File: config.mk
export PLATFORM = sky130hd
export DESIGN_NAME = dir_entry_stream_parser_top
export DESIGN_NICKNAME = d
export VERILOG_FILES = /design/src/hdl/dep_pkg.sv /design/src/hdl/dep_parse_core.sv /design/src/hdl/dep_result_fifo.sv /design/src/hdl/dir_entry_stream_parser_top.sv
export SDC_FILE = /design/constraint.sdc
export NUM_CORES = 1
export LEC_CHECK = 0
export BUFFER_PORTS_ARGS = -buffer_cell sky130_fd_sc_hd__buf_2
export CAP_MARGIN = 20
export CORE_ASPECT_RATIO = 0.8
export CORE_MARGIN = 2
export CORE_UTILIZATION = 68
export CTS_BUF_LIST = sky130_fd_sc_hd__clkbuf_4
export DETAILED_ROUTE_END_ITERATION = 10
export PLACE_DENSITY = 0.88
export SLEW_MARGIN = 10
export SYNTH_ARGS = -nofsm -noshare
export SYNTH_HDL_FRONTEND = slang
export SYNTH_SLANG_ARGS = --single-unit
File: constraint.sdc
create_clock -name clk -period 10 [get_ports clk]
set_input_delay 1.5 -clock clk [delete_from_list [all_inputs] [get_ports clk]]
set_output_delay 1.5 -clock clk [all_outputs]
set_load 0.005 [all_outputs]
File: src/hdl/dep_pkg.sv
// ----------------------------------------------------------------------------
// Directory entry stream parser package
// Field phases, result kinds, field lengths and the structs passed between
// the parser core, the result queue and the top level.
// ----------------------------------------------------------------------------
package dep_pkg;

    localparam int SCORE_BYTES = 20;

    localparam logic [15:0] LEN_TAG   = 16'd1;
    localparam logic [15:0] LEN_HALF  = 16'd2;
    localparam logic [15:0] LEN_WORD  = 16'd4;
    localparam logic [15:0] LEN_DWORD = 16'd8;
    localparam logic [15:0] LEN_SCORE = 16'(SCORE_BYTES);
    localparam logic [15:0] P9_OPT_LEN = 16'd12;

    localparam logic [15:0] VERSION_OLD = 16'd7;
    localparam logic [15:0] VERSION_NEW = 16'd8;

    // Configuration register indexes.
    localparam logic CFG_ENTRY_MAGIC = 1'b0;
    localparam logic CFG_EXT_TAG     = 1'b1;

    // Result queue sizing.
    localparam int RQ_DEPTH = 4;
    localparam int RQ_PTR_W = $clog2(RQ_DEPTH);
    localparam int RQ_CNT_W = $clog2(RQ_DEPTH + 1);

    typedef enum logic [22:0] {
        PH_MAGIC    = 23'h000001,
        PH_VERSION  = 23'h000002,
        PH_ELEM_LEN = 23'h000004,
        PH_ELEM_STR = 23'h000008,
        PH_ENTRY    = 23'h000010,
        PH_QID      = 23'h000020,
        PH_SCORE    = 23'h000040,
        PH_UID_LEN  = 23'h000080,
        PH_UID_STR  = 23'h000100,
        PH_GID_LEN  = 23'h000200,
        PH_GID_STR  = 23'h000400,
        PH_MID_LEN  = 23'h000800,
        PH_MID_STR  = 23'h001000,
        PH_MTIME    = 23'h002000,
        PH_MCOUNT   = 23'h004000,
        PH_CTIME    = 23'h008000,
        PH_ATIME    = 23'h010000,
        PH_MODE     = 23'h020000,
        PH_OPT_TAG  = 23'h040000,
        PH_OPT_LEN  = 23'h080000,
        PH_OPT_SKIP = 23'h100000,
        PH_P9PATH   = 23'h200000,
        PH_P9VER    = 23'h400000
    } phase_t;

    typedef enum logic [3:0] {
        KIND_VERSION   = 4'd0,
        KIND_ELEM      = 4'd1,
        KIND_ENTRY     = 4'd2,
        KIND_QID       = 4'd3,
        KIND_UID       = 4'd4,
        KIND_GID       = 4'd5,
        KIND_MID       = 4'd6,
        KIND_MTIME     = 4'd7,
        KIND_MCOUNT    = 4'd8,
        KIND_CTIME     = 4'd9,
        KIND_ATIME     = 4'd10,
        KIND_MODE      = 4'd11,
        KIND_P9PATH    = 4'd12,
        KIND_P9VERSION = 4'd13,
        KIND_OK        = 4'd14,
        KIND_ERROR     = 4'd15
    } kind_t;

    typedef struct packed {
        kind_t       kind;
        logic [63:0] value;
        logic        last;
    } result_t;

    // Results produced by one accepted word, in output order.
    typedef struct packed {
        logic [1:0] count;
        result_t    first;
        result_t    second;
    } push_t;

    typedef struct packed {
        logic not_empty;
        logic has_room;
    } rq_status_t;

    typedef struct packed {
        logic [31:0] entry_magic;
        logic [7:0]  ext_tag;
    } cfg_t;

    // Number of bytes in a fixed-size field.
    function automatic logic [15:0] field_len(phase_t ph);
        logic [15:0] n;
        unique case (ph)
            PH_MAGIC, PH_ENTRY, PH_MTIME, PH_MCOUNT, PH_CTIME, PH_ATIME,
            PH_MODE, PH_P9VER:     n = LEN_WORD;
            PH_QID, PH_P9PATH:     n = LEN_DWORD;
            PH_SCORE:              n = LEN_SCORE;
            PH_OPT_TAG:            n = LEN_TAG;
            default:               n = LEN_HALF;
        endcase
        return n;
    endfunction

endpackage

File: src/hdl/dep_parse_core.sv
// ----------------------------------------------------------------------------
// Directory entry stream parser: parse core
// Holds the per-entry field state and turns each accepted byte into at most
// one field result plus a status result on the final byte.
// ----------------------------------------------------------------------------
module dep_parse_core
    import dep_pkg::*;
(
    input  logic       clk,
    input  logic       rst_n,
    input  logic       accept,
    input  logic [7:0] data_byte,
    input  logic       end_of_entry,
    input  cfg_t       cfg,
    output push_t      push
);

    phase_t      phase_reg, phase_next;
    logic [15:0] left_reg, left_next;
    logic [63:0] acc_reg, acc_next;
    logic        ver7_reg, ver7_next;
    logic        seen_reg, seen_next;
    logic        failed_reg, failed_next;
    logic [7:0]  tag_reg, tag_next;

    logic [63:0] acc_shift;
    logic [15:0] left_dec;
    logic [15:0] len16;
    logic        done;
    logic        go_en;
    phase_t      go_ph;
    logic        str_en;
    phase_t      str_ph;
    phase_t      after_ph;
    logic        fld_valid;
    kind_t       fld_kind;
    logic [63:0] fld_value;
    logic        entry_ok;
    result_t     fld_res;
    result_t     stat_res;

    always_comb
    begin
        phase_next  = phase_reg;
        left_next   = left_reg;
        acc_next    = acc_reg;
        ver7_next   = ver7_reg;
        seen_next   = seen_reg;
        failed_next = failed_reg;
        tag_next    = tag_reg;
        go_en       = 1'b0;
        go_ph       = phase_reg;
        str_en      = 1'b0;
        str_ph      = phase_reg;
        after_ph    = phase_reg;
        fld_valid   = 1'b0;
        fld_kind    = KIND_VERSION;
        fld_value   = {56'd0, data_byte};
        entry_ok    = 1'b0;

        acc_shift = {acc_reg[55:0], data_byte};
        left_dec  = (left_reg != 16'd0) ? left_reg - 16'd1 : 16'd0;
        len16     = acc_shift[15:0];
        done      = (left_dec == 16'd0);

        if (!failed_reg)
        begin
            left_next = left_dec;
            unique case (phase_reg)
                PH_ELEM_STR:
                begin
                    fld_valid = 1'b1;
                    fld_kind  = KIND_ELEM;
                    go_en     = done;
                    go_ph     = PH_ENTRY;
                end
                PH_UID_STR:
                begin
                    fld_valid = 1'b1;
                    fld_kind  = KIND_UID;
                    go_en     = done;
                    go_ph     = PH_GID_LEN;
                end
                PH_GID_STR:
                begin
                    fld_valid = 1'b1;
                    fld_kind  = KIND_GID;
                    go_en     = done;
                    go_ph     = PH_MID_LEN;
                end
                PH_MID_STR:
                begin
                    fld_valid = 1'b1;
                    fld_kind  = KIND_MID;
                    go_en     = done;
                    go_ph     = PH_MTIME;
                end
                PH_OPT_SKIP:
                begin
                    go_en = done;
                    go_ph = PH_OPT_TAG;
                end
                PH_MAGIC:
                begin
                    acc_next = acc_shift;
                    if (done)
                    begin
                        if (acc_shift[31:0] != cfg.entry_magic)
                        begin
                            failed_next = 1'b1;
                        end
                        else
                        begin
                            go_en = 1'b1;
                            go_ph = PH_VERSION;
                        end
                    end
                end
                PH_VERSION:
                begin
                    acc_next = acc_shift;
                    if (done)
                    begin
                        if (len16 == VERSION_OLD || len16 == VERSION_NEW)
                        begin
                            fld_valid = 1'b1;
                            fld_kind  = KIND_VERSION;
                            fld_value = {48'd0, len16};
                            ver7_next = (len16 == VERSION_OLD);
                            go_en     = 1'b1;
                            go_ph     = PH_ELEM_LEN;
                        end
                        else
                        begin
                            failed_next = 1'b1;
                        end
                    end
                end
                PH_ELEM_LEN:
                begin
                    acc_next = acc_shift;
                    str_en   = done;
                    str_ph   = PH_ELEM_STR;
                    after_ph = PH_ENTRY;
                end
                PH_ENTRY:
                begin
                    acc_next  = acc_shift;
                    fld_valid = done;
                    fld_kind  = KIND_ENTRY;
                    fld_value = {32'd0, acc_shift[31:0]};
                    go_en     = done;
                    go_ph     = PH_QID;
                end
                PH_QID:
                begin
                    acc_next  = acc_shift;
                    fld_valid = done;
                    fld_kind  = KIND_QID;
                    fld_value = acc_shift;
                    go_en     = done;
                    go_ph     = ver7_reg ? PH_SCORE : PH_UID_LEN;
                end
                PH_SCORE:
                begin
                    acc_next = acc_shift;
                    go_en    = done;
                    go_ph    = PH_UID_LEN;
                end
                PH_UID_LEN:
                begin
                    acc_next = acc_shift;
                    str_en   = done;
                    str_ph   = PH_UID_STR;
                    after_ph = PH_GID_LEN;
                end
                PH_GID_LEN:
                begin
                    acc_next = acc_shift;
                    str_en   = done;
                    str_ph   = PH_GID_STR;
                    after_ph = PH_MID_LEN;
                end
                PH_MID_LEN:
                begin
                    acc_next = acc_shift;
                    str_en   = done;
                    str_ph   = PH_MID_STR;
                    after_ph = PH_MTIME;
                end
                PH_MTIME:
                begin
                    acc_next  = acc_shift;
                    fld_valid = done;
                    fld_kind  = KIND_MTIME;
                    fld_value = {32'd0, acc_shift[31:0]};
                    go_en     = done;
                    go_ph     = PH_MCOUNT;
                end
                PH_MCOUNT:
                begin
                    acc_next  = acc_shift;
                    fld_valid = done;
                    fld_kind  = KIND_MCOUNT;
                    fld_value = {32'd0, acc_shift[31:0]};
                    go_en     = done;
                    go_ph     = PH_CTIME;
                end
                PH_CTIME:
                begin
                    acc_next  = acc_shift;
                    fld_valid = done;
                    fld_kind  = KIND_CTIME;
                    fld_value = {32'd0, acc_shift[31:0]};
                    go_en     = done;
                    go_ph     = PH_ATIME;
                end
                PH_ATIME:
                begin
                    acc_next  = acc_shift;
                    fld_valid = done;
                    fld_kind  = KIND_ATIME;
                    fld_value = {32'd0, acc_shift[31:0]};
                    go_en     = done;
                    go_ph     = PH_MODE;
                end
                PH_MODE:
                begin
                    acc_next  = acc_shift;
                    fld_valid = done;
                    fld_kind  = KIND_MODE;
                    fld_value = {32'd0, acc_shift[31:0]};
                    go_en     = done;
                    go_ph     = PH_OPT_TAG;
                end
                PH_OPT_TAG:
                begin
                    acc_next = acc_shift;
                    if (done)
                    begin
                        tag_next = acc_shift[7:0];
                    end
                    go_en = done;
                    go_ph = PH_OPT_LEN;
                end
                PH_OPT_LEN:
                begin
                    acc_next = acc_shift;
                    if (done)
                    begin
                        if (tag_reg == cfg.ext_tag)
                        begin
                            if (seen_reg || len16 != P9_OPT_LEN)
                            begin
                                failed_next = 1'b1;
                            end
                            else
                            begin
                                seen_next = 1'b1;
                                go_en     = 1'b1;
                                go_ph     = PH_P9PATH;
                            end
                        end
                        else
                        begin
                            str_en   = 1'b1;
                            str_ph   = PH_OPT_SKIP;
                            after_ph = PH_OPT_TAG;
                        end
                    end
                end
                PH_P9PATH:
                begin
                    acc_next  = acc_shift;
                    fld_valid = done;
                    fld_kind  = KIND_P9PATH;
                    fld_value = acc_shift;
                    go_en     = done;
                    go_ph     = PH_P9VER;
                end
                PH_P9VER:
                begin
                    acc_next  = acc_shift;
                    fld_valid = done;
                    fld_kind  = KIND_P9VERSION;
                    fld_value = {32'd0, acc_shift[31:0]};
                    go_en     = done;
                    go_ph     = PH_OPT_TAG;
                end
                default:
                begin
                    acc_next = acc_shift;
                    if (done)
                    begin
                        failed_next = 1'b1;
                    end
                end
            endcase

            // A completed length either opens its string or, when empty,
            // moves straight on to the following field.
            if (str_en)
            begin
                if (len16 == 16'd0)
                begin
                    go_en = 1'b1;
                    go_ph = after_ph;
                end
                else
                begin
                    phase_next = str_ph;
                    left_next  = len16;
                    acc_next   = 64'd0;
                end
            end

            if (go_en)
            begin
                phase_next = go_ph;
                left_next  = field_len(go_ph);
                acc_next   = 64'd0;
            end
        end

        // The entry is good only if it closes on an option boundary.
        if (end_of_entry)
        begin
            entry_ok    = !failed_next && (phase_next == PH_OPT_TAG);
            phase_next  = PH_MAGIC;
            left_next   = LEN_WORD;
            acc_next    = 64'd0;
            ver7_next   = 1'b0;
            seen_next   = 1'b0;
            failed_next = 1'b0;
            tag_next    = 8'd0;
        end
    end

    always_comb
    begin
        fld_res.kind   = fld_kind;
        fld_res.value  = fld_value;
        fld_res.last   = 1'b0;
        stat_res.kind  = entry_ok ? KIND_OK : KIND_ERROR;
        stat_res.value = 64'd0;
        stat_res.last  = 1'b1;

        push.count  = accept ? ({1'b0, fld_valid} + {1'b0, end_of_entry}) : 2'd0;
        push.first  = fld_valid ? fld_res : stat_res;
        push.second = stat_res;
    end

    always_ff @(posedge clk or negedge rst_n)
    begin
        if (!rst_n)
        begin
            phase_reg  <= PH_MAGIC;
            left_reg   <= LEN_WORD;
            acc_reg    <= 64'd0;
            ver7_reg   <= 1'b0;
            seen_reg   <= 1'b0;
            failed_reg <= 1'b0;
            tag_reg    <= 8'd0;
        end
        else if (accept)
        begin
            phase_reg  <= phase_next;
            left_reg   <= left_next;
            acc_reg    <= acc_next;
            ver7_reg   <= ver7_next;
            seen_reg   <= seen_next;
            failed_reg <= failed_next;
            tag_reg    <= tag_next;
        end
    end

endmodule

File: src/hdl/dep_result_fifo.sv
// ----------------------------------------------------------------------------
// Directory entry stream parser: result queue
// Small register queue that takes up to two results per cycle and hands out
// one per cycle, decoupling the parser from a stalled receiver.
// ----------------------------------------------------------------------------
module dep_result_fifo
    import dep_pkg::*;
(
    input  logic       clk,
    input  logic       rst_n,
    input  push_t      push,
    input  logic       pop,
    output result_t    head,
    output rq_status_t status
);

    result_t               mem_reg [RQ_DEPTH];
    logic [RQ_PTR_W-1:0]   wr_ptr_reg, wr_ptr_next;
    logic [RQ_PTR_W-1:0]   rd_ptr_reg, rd_ptr_next;
    logic [RQ_CNT_W-1:0]   count_reg, count_next;
    logic [RQ_PTR_W-1:0]   wr_ptr_plus1;

    assign wr_ptr_plus1 = wr_ptr_reg + RQ_PTR_W'(1);
    assign wr_ptr_next  = wr_ptr_reg + RQ_PTR_W'(push.count);
    assign rd_ptr_next  = rd_ptr_reg + RQ_PTR_W'(pop);
    assign count_next   = count_reg + RQ_CNT_W'(push.count) - RQ_CNT_W'(pop);

    assign head             = mem_reg[rd_ptr_reg];
    assign status.not_empty = (count_reg != '0);
    // Room for the two results that a final byte can produce.
    assign status.has_room  = (count_reg <= RQ_CNT_W'(RQ_DEPTH - 2));

    always_ff @(posedge clk or negedge rst_n)
    begin
        if (!rst_n)
        begin
            wr_ptr_reg <= '0;
            rd_ptr_reg <= '0;
            count_reg  <= '0;
        end
        else
        begin
            wr_ptr_reg <= wr_ptr_next;
            rd_ptr_reg <= rd_ptr_next;
            count_reg  <= count_next;
        end
    end

    always_ff @(posedge clk)
    begin
        if (push.count != 2'd0)
        begin
            mem_reg[wr_ptr_reg] <= push.first;
        end
        if (push.count == 2'd2)
        begin
            mem_reg[wr_ptr_plus1] <= push.second;
        end
    end

endmodule

File: src/hdl/dir_entry_stream_parser_top.sv
// ----------------------------------------------------------------------------
// Directory entry stream parser
// Parses a byte stream of directory entries into field and status words.
//
// Input channel (in_valid/in_ready, data_byte, end_of_entry) carries one
// entry byte per word; end_of_entry marks the final byte. Output channel
// (out_valid/out_ready, kind, value, last) carries result words: version,
// string bytes, fixed fields, extension fields, and one ok or error status
// word with last set after the final byte. On error the receiver drops the
// whole entry.
// A byte's results are written into the result queue as it is accepted and
// are presented from the queue head. Throughput: one byte per cycle while
// the queue has room. The final byte can yield two result words; a
// four-entry result queue absorbs this and in_ready drops when fewer than
// two queue slots are free. When the receiver stalls, the queue fills and
// in_ready falls; no word is lost. Reset clears the parse state to the start
// of an entry, empties the queue and clears both configuration registers.
// cfg_wen writes cfg_data into register cfg_index (0 magic word, 1 extension
// tag) at once; write only while the block is idle.
// ----------------------------------------------------------------------------
module dir_entry_stream_parser_top
    import dep_pkg::*;
(
    input  logic        clk,
    input  logic        rst_n,
    input  logic        in_valid,
    output logic        in_ready,
    input  logic [7:0]  data_byte,
    input  logic        end_of_entry,
    output logic        out_valid,
    input  logic        out_ready,
    output logic [3:0]  kind,
    output logic [63:0] value,
    output logic        last,
    input  logic        cfg_wen,
    input  logic        cfg_index,
    input  logic [31:0] cfg_data
);

    cfg_t       cfg_reg;
    push_t      push;
    result_t    head;
    rq_status_t rq_status;
    logic       accept;
    logic       pop;

    always_ff @(posedge clk or negedge rst_n)
    begin
        if (!rst_n)
        begin
            cfg_reg.entry_magic <= 32'd0;
            cfg_reg.ext_tag     <= 8'd0;
        end
        else if (cfg_wen)
        begin
            unique case (cfg_index)
                CFG_ENTRY_MAGIC: cfg_reg.entry_magic <= cfg_data;
                CFG_EXT_TAG:     cfg_reg.ext_tag     <= cfg_data[7:0];
                default:         cfg_reg             <= cfg_reg;
            endcase
        end
    end

    assign in_ready  = rq_status.has_room;
    assign accept    = in_valid && in_ready;
    assign out_valid = rq_status.not_empty;
    assign pop       = out_valid && out_ready;

    dep_parse_core u_core (
        .clk          (clk),
        .rst_n        (rst_n),
        .accept       (accept),
        .data_byte    (data_byte),
        .end_of_entry (end_of_entry),
        .cfg          (cfg_reg),
        .push         (push)
    );

    dep_result_fifo u_fifo (
        .clk    (clk),
        .rst_n  (rst_n),
        .push   (push),
        .pop    (pop),
        .head   (head),
        .status (rq_status)
    );

    assign kind  = head.kind;
    assign value = head.value;
    assign last  = head.last;

endmodule

# Yosys cells after proc, flatten, opt, wreduce, memory -nomap -nowiden
# Memory sizes are Yosys's and may differ from the RTL's.
# Index checks and enable logic that the tools add are counted.
# Widths: inputs -> output; s select.
[op_classes]
mux = 93
bitwise_logic = 1
n_eq_ne = 44
reduce_logical = 34
add_sub_neg = 7
order_cmp = 1
[op_table]
columns = ["operator", "count"]
rows = [
  ["$mux 64", 8],
  ["$mux 23", 19],
  ["$pmux 23 s17", 1],
  ["$pmux 23 s5", 2],
  ["$pmux 64 s3", 1],
  ["$mux 16", 7],
  ["$eq 23x19->1 const B", 3],
  ["$mux 69", 1],
  ["$pmux 4 s13", 1],
  ["$eq 23x1->1 const B", 2],
  ["$eq 23x14->1 const B", 2],
  ["$eq 23x15->1 const B", 2],
  ["$eq 23x16->1 const B", 2],
  ["$eq 23x17->1 const B", 2],
  ["$eq 23x18->1 const B", 2],
  ["$eq 23x22->1 const B", 2],
  ["$eq 23x23->1 const B", 2],
  ["$eq 23x5->1 const B", 2],
  ["$eq 23x6->1 const B", 2],
  ["$eq 23x7->1 const B", 2],
  ["$mux 1", 41],
  ["$mux 8", 5],
  ["$logic_not 16->1", 2],
  ["$ne 32x32->1", 1],
  ["other kinds (51)", 66],
]
[word_totals]
inputBits = 47
mem_count = 1
ff_bits = 161
elab_cells = 193
mem_bits_rw = 276
output_inout_bits = 71
[memory_table]
columns = ["memory", "words", "width", "rd", "rd_ports_with_merged_regs", "wr", "line_no", "text"]
rows = [
  ["u_fifo.mem_reg", 4, 69, 1, 0, 2, "dep_result_fifo.sv:17", "result_t mem_reg [RQ_DEPTH];"],
]

# Depth between registers and ports, before layout
[depth]
depth_word = 16
depth_mapped = 19
mapped_depth_nobuf = 16

# Cells and area by module
# A second synthesis with hierarchy kept.
[hier_totals]
cells_unflattened = 1719
hier_area_um2 = 23402.4
[by_module_without_submodules]
columns = ["module", "n_inst", "seq_area_each_um2", "area_each_um2", "cells_per_inst"]
rows = [
  ["dep_result_fifo", 1, 8463.1, 13688.1, 706],
  ["dep_parse_core", 1, 2655.0, 8082.8, 925],
  ["dir_entry_stream_parser_top", 1, 1001.0, 1631.6, 88],
]

# Worst setup path after synthesis
# OpenSTA, ideal clock, no wires.
[synth_timing]
path_kind = "input to register"
start = "input port data_byte[1]"
end = "memory u_fifo.mem_reg[0][12] in the netlist's numbering"
path_buffers = 4
required_time_ns = 9.940
slack_ns = 5.264
stages = 16
arrival_ns = 4.676
cell_sequence = "clkbuf_1 nor2_1 nand3b_1 a21oi_1 and2_1 clkbuf_1 or4_1 o21ai_0 a21oi_1 ha_1 o21ai_1 nor3_1 a31oi_1 clkbuf_1 clkbuf_1 a22o_1"
[synth_rtl]
columns = ["item", "line_no", "text"]
rows = [
  ["start: declaration", "dir_entry_stream_parser_top.sv:28", "input logic [7:0] data_byte,"],
  ["end: declaration", "dep_result_fifo.sv:17", ""],
]

==> metrics <==
WP buf/inv=3; synth warn=0; # fillers=1734; Post-synth EDFFs=4; status=completed; clk root buf=clkbuf_4; Routed wire per std cell=22.98 um; Slew HR=22.40%; pre-CTS setup slack=3.871 ns; Multi-input gate area=8596 um^2; number of placement rows=54; cts repair resizes=0; largest net degree at the start of global routing=81; Via density=6.755; hpwl dp=34.90 mm; maximum clock path buffer count=3; IO buf count=117; # Post-CTS Setup Buffers=0; first-pass GRT wire length=84.65 mm; Cell variety after synth=68; Final Hold Fails=0; Clock Latency Late Sink=0.80 ns; CTS Buf Count=100; DR iter-0 viols=1913; post-synth net total=1893; share of post-route cells with drive strength above 1=21.66%; Max stage delay on crit path=0.71 ns; Tightest Hold Check Type=flop to flop; CTS Hold Bufs=0; Pins Over Slew Limit=0; Synth Register Bits=429; RD Place Congestion=0.9601; Initial Util=68.66%; CTS tree=built; Arr. time, crit path=7.02 ns; total track usage=38.20%; Area contributors post-synth=dfxtp_1 29%, dfrtp_1 20%, mux4_2 8.4%; initial antenna violation count=1; delay-heaviest family, CP=compound AO/OA/AOI/OAI gates; Die X=188.7 um; Pre-Repair DR Iteration Count=6; ANT nets after route=0; Synth Flop Type=dfxtp_1; die area=28630 um^2; Register Area=9404 um^2; worst-margin pin slew=1.164 ns; CP endpoint kind=flop; max reg flops=276; total grt overflow=0; pwr dens=225.1 nW/um^2; final wirelength=54.97 mm; # IOs=118; Clock H-tree levels=3; Max Cap Viol=0; TNS Setup=0 ns; Sink Count=429; Yosys top cell area share=29.34%; Final Cell Area=20660 um^2; Max Fclk=155.9 MHz; Leakage=0.008489 uW; Clk pin slew, worst setup/hold paths=0.07 ns; slowest CP cell=nor2_1; final core occ=76.44%; Worst EP required=10.61 ns; Syn Inst Count=1837; crit-path max FO=45; kind of critical path=flop to flop; Core Footprint=27030 um^2; Layout area overhead=11.32%; synthesized cell area=18560 um^2; ys async rst share=35.66%; mean area per synthesized cell=10.10 um^2; Final Skew=0.06106 ns; vias in the first global route=15327; number of nets in the layout=1996; peak supply drop=0.0001654 V; nature of the critical path startpoint=flop; DR vias=16157; Worst Setup Slack, final=3.588 ns; RSZ-0062 raised after global routing=no; DRC viols=0; fin crit period=6.412 ns; area leader, netlist=dfxtp_1; Die Ht=151.8 um; sequential-to-total area share from yosys stat=50.64%; period utilization=64.12%; Setup-failing EPs final=0; placed instance area=19280 um^2; crit-path cells=inv_1 > ha_1 > or3b_1 > o31a_1 > or4_1 > o41a_1 > nor2_1 > o21ai_0 > a21oi_1 > ha_1 > o21ai_1 > nor3_1 > a31oi_4 > buf_4 > inv_1 > nor2_1 > a21oi_1
-- where the power goes --
group	internal, uW	switching [uW]	leakage (uW)
clock network	768	714	0.000810
logic	412	580	0.00344
registers	1880	300	0.00424
-- final timing paths --
path	slack (ns)	to	start	cells after the start
min reg2reg	0.46	u_fifo.mem_reg[1][32]$_SDFFE_PP0P_	u_fifo.mem_reg[1][32]$_SDFFE_PP0P_	2
min in group asynchronous	0.77	u_core.phase_reg[3]$_DFFE_PN0P_	rst_n	1
min	0.46	u_fifo.mem_reg[1][32]$_SDFFE_PP0P_	u_fifo.mem_reg[1][32]$_SDFFE_PP0P_	2
max reg2reg	3.59	u_fifo.mem_reg[0][67]$_SDFFE_PP1P_	u_core.left_reg[0]$_DFFE_PN0P_	17
max in group asynchronous	7.75	u_core.acc_reg[26]$_DFFE_PN0P_	rst_n	2
max	3.59	u_fifo.mem_reg[0][67]$_SDFFE_PP1P_	u_core.left_reg[0]$_DFFE_PN0P_	17
-- area by class of cell --
class                   instances  share of cell area (%)
flip-flops and latches        429                   45.52
multi-input cells            1251                   41.61
clock buffers                 157                   5.706
repair buffers                142                   3.761
well taps                     364                   2.205
clock inverters                32                  0.8904
inverters                      16                  0.2907
diodes                          1                 0.01211
-- per-layer routing --
layer / vias up / wire, um / GRT usage, % / part of all wire [%]
met2: 1188 / 24660 / 58.00 / 45
met3: 173 / 6818 / 10.50 / 12
met5: - / 0 / 0 / 0
met4: 0 / 1922 / 14.61 / 3.5
met1: 7841 / 21570 / 52.90 / 39
li1: 6955 / - / - / -
-- layout by cell type (no fill, tap or decap), types with 13 or more instances in the layout --
cell type and n:
nor4_1 44, a21oi_1 32, a22oi_1 16, clkinv_1 23, or3_1 13, xnor2_1 19, a22o_1 132, inv_1 16
o21ai_0 238, mux4_2 69, dfrtp_1 149, dfxtp_1 272, xor2_1 41, clkbuf_4 158, nor3_1 27, mux2_2 40
buf_2 117, nand3_1 22, nand2_1 316, nor2_1 75, buf_4 23
-- tightest hold or removal path, delay by kind of cell, from the launching register on --
kind	cells	cell delay, ns
DFF	1	0.32
AOI/OAI and AO/OA	1	0.06
and+or+nand+nor	1	0.04
-- logic make-up after synthesis --
group | count (synthesis) | synth area share, %
flops | 429 | 50.64
simple gates | 592 | 14.80
buf+inv | 157 | 3.297
mux | 111 | 10.91
fa+ha+maj | 9 | 0.6473
compound gates | 479 | 16.88
xor+xnor | 60 | 2.832
-- per-stage QoR --
| stage | total power [uW] | std cells | hold WS [ns] |
|---|---|---|---|
| finish | 4650 | 2392 | 0.4551 |
| CTS | 4626 | 2389 | 0.4560 |
| detailed placement | 3160 | 2200 | 0.4399 |
| floorplan | 2833 | 1837 | 0.4198 |
| global placement | 3130 | 2200 | 0.4287 |
| global route | 4834 | 2392 | 0.4656 |
-- Yosys cell counts (all sizes together), types with 3 or more instances --
cell     instances
ha               8
a22o           132
nor2            79
a31oi            5
a32oi            3
nor2b            9
a2111oi          3
a21oi           32
nand4           11
and2             5
or3             13
o41a             3
a22oi           16
nand2          316
a21o             3
mux4            69
and3             7
a2bb2oi          7
mux2            40
nand2b          10
nor3            28
o31ai            3
nand3           22
nand4b           4
o21ai          244
xnor2           19
dfxtp          272
inv             16
nor4b            5
nor3b            8
a211oi           4
clkbuf         106
nand3b           5
a221oi           3
or2              5
dfrtp          151
nor4            47
buf             35
edfxtp           4
xor2            41
or4             11
No activity file was read; power rests on OpenSTA's default activity.
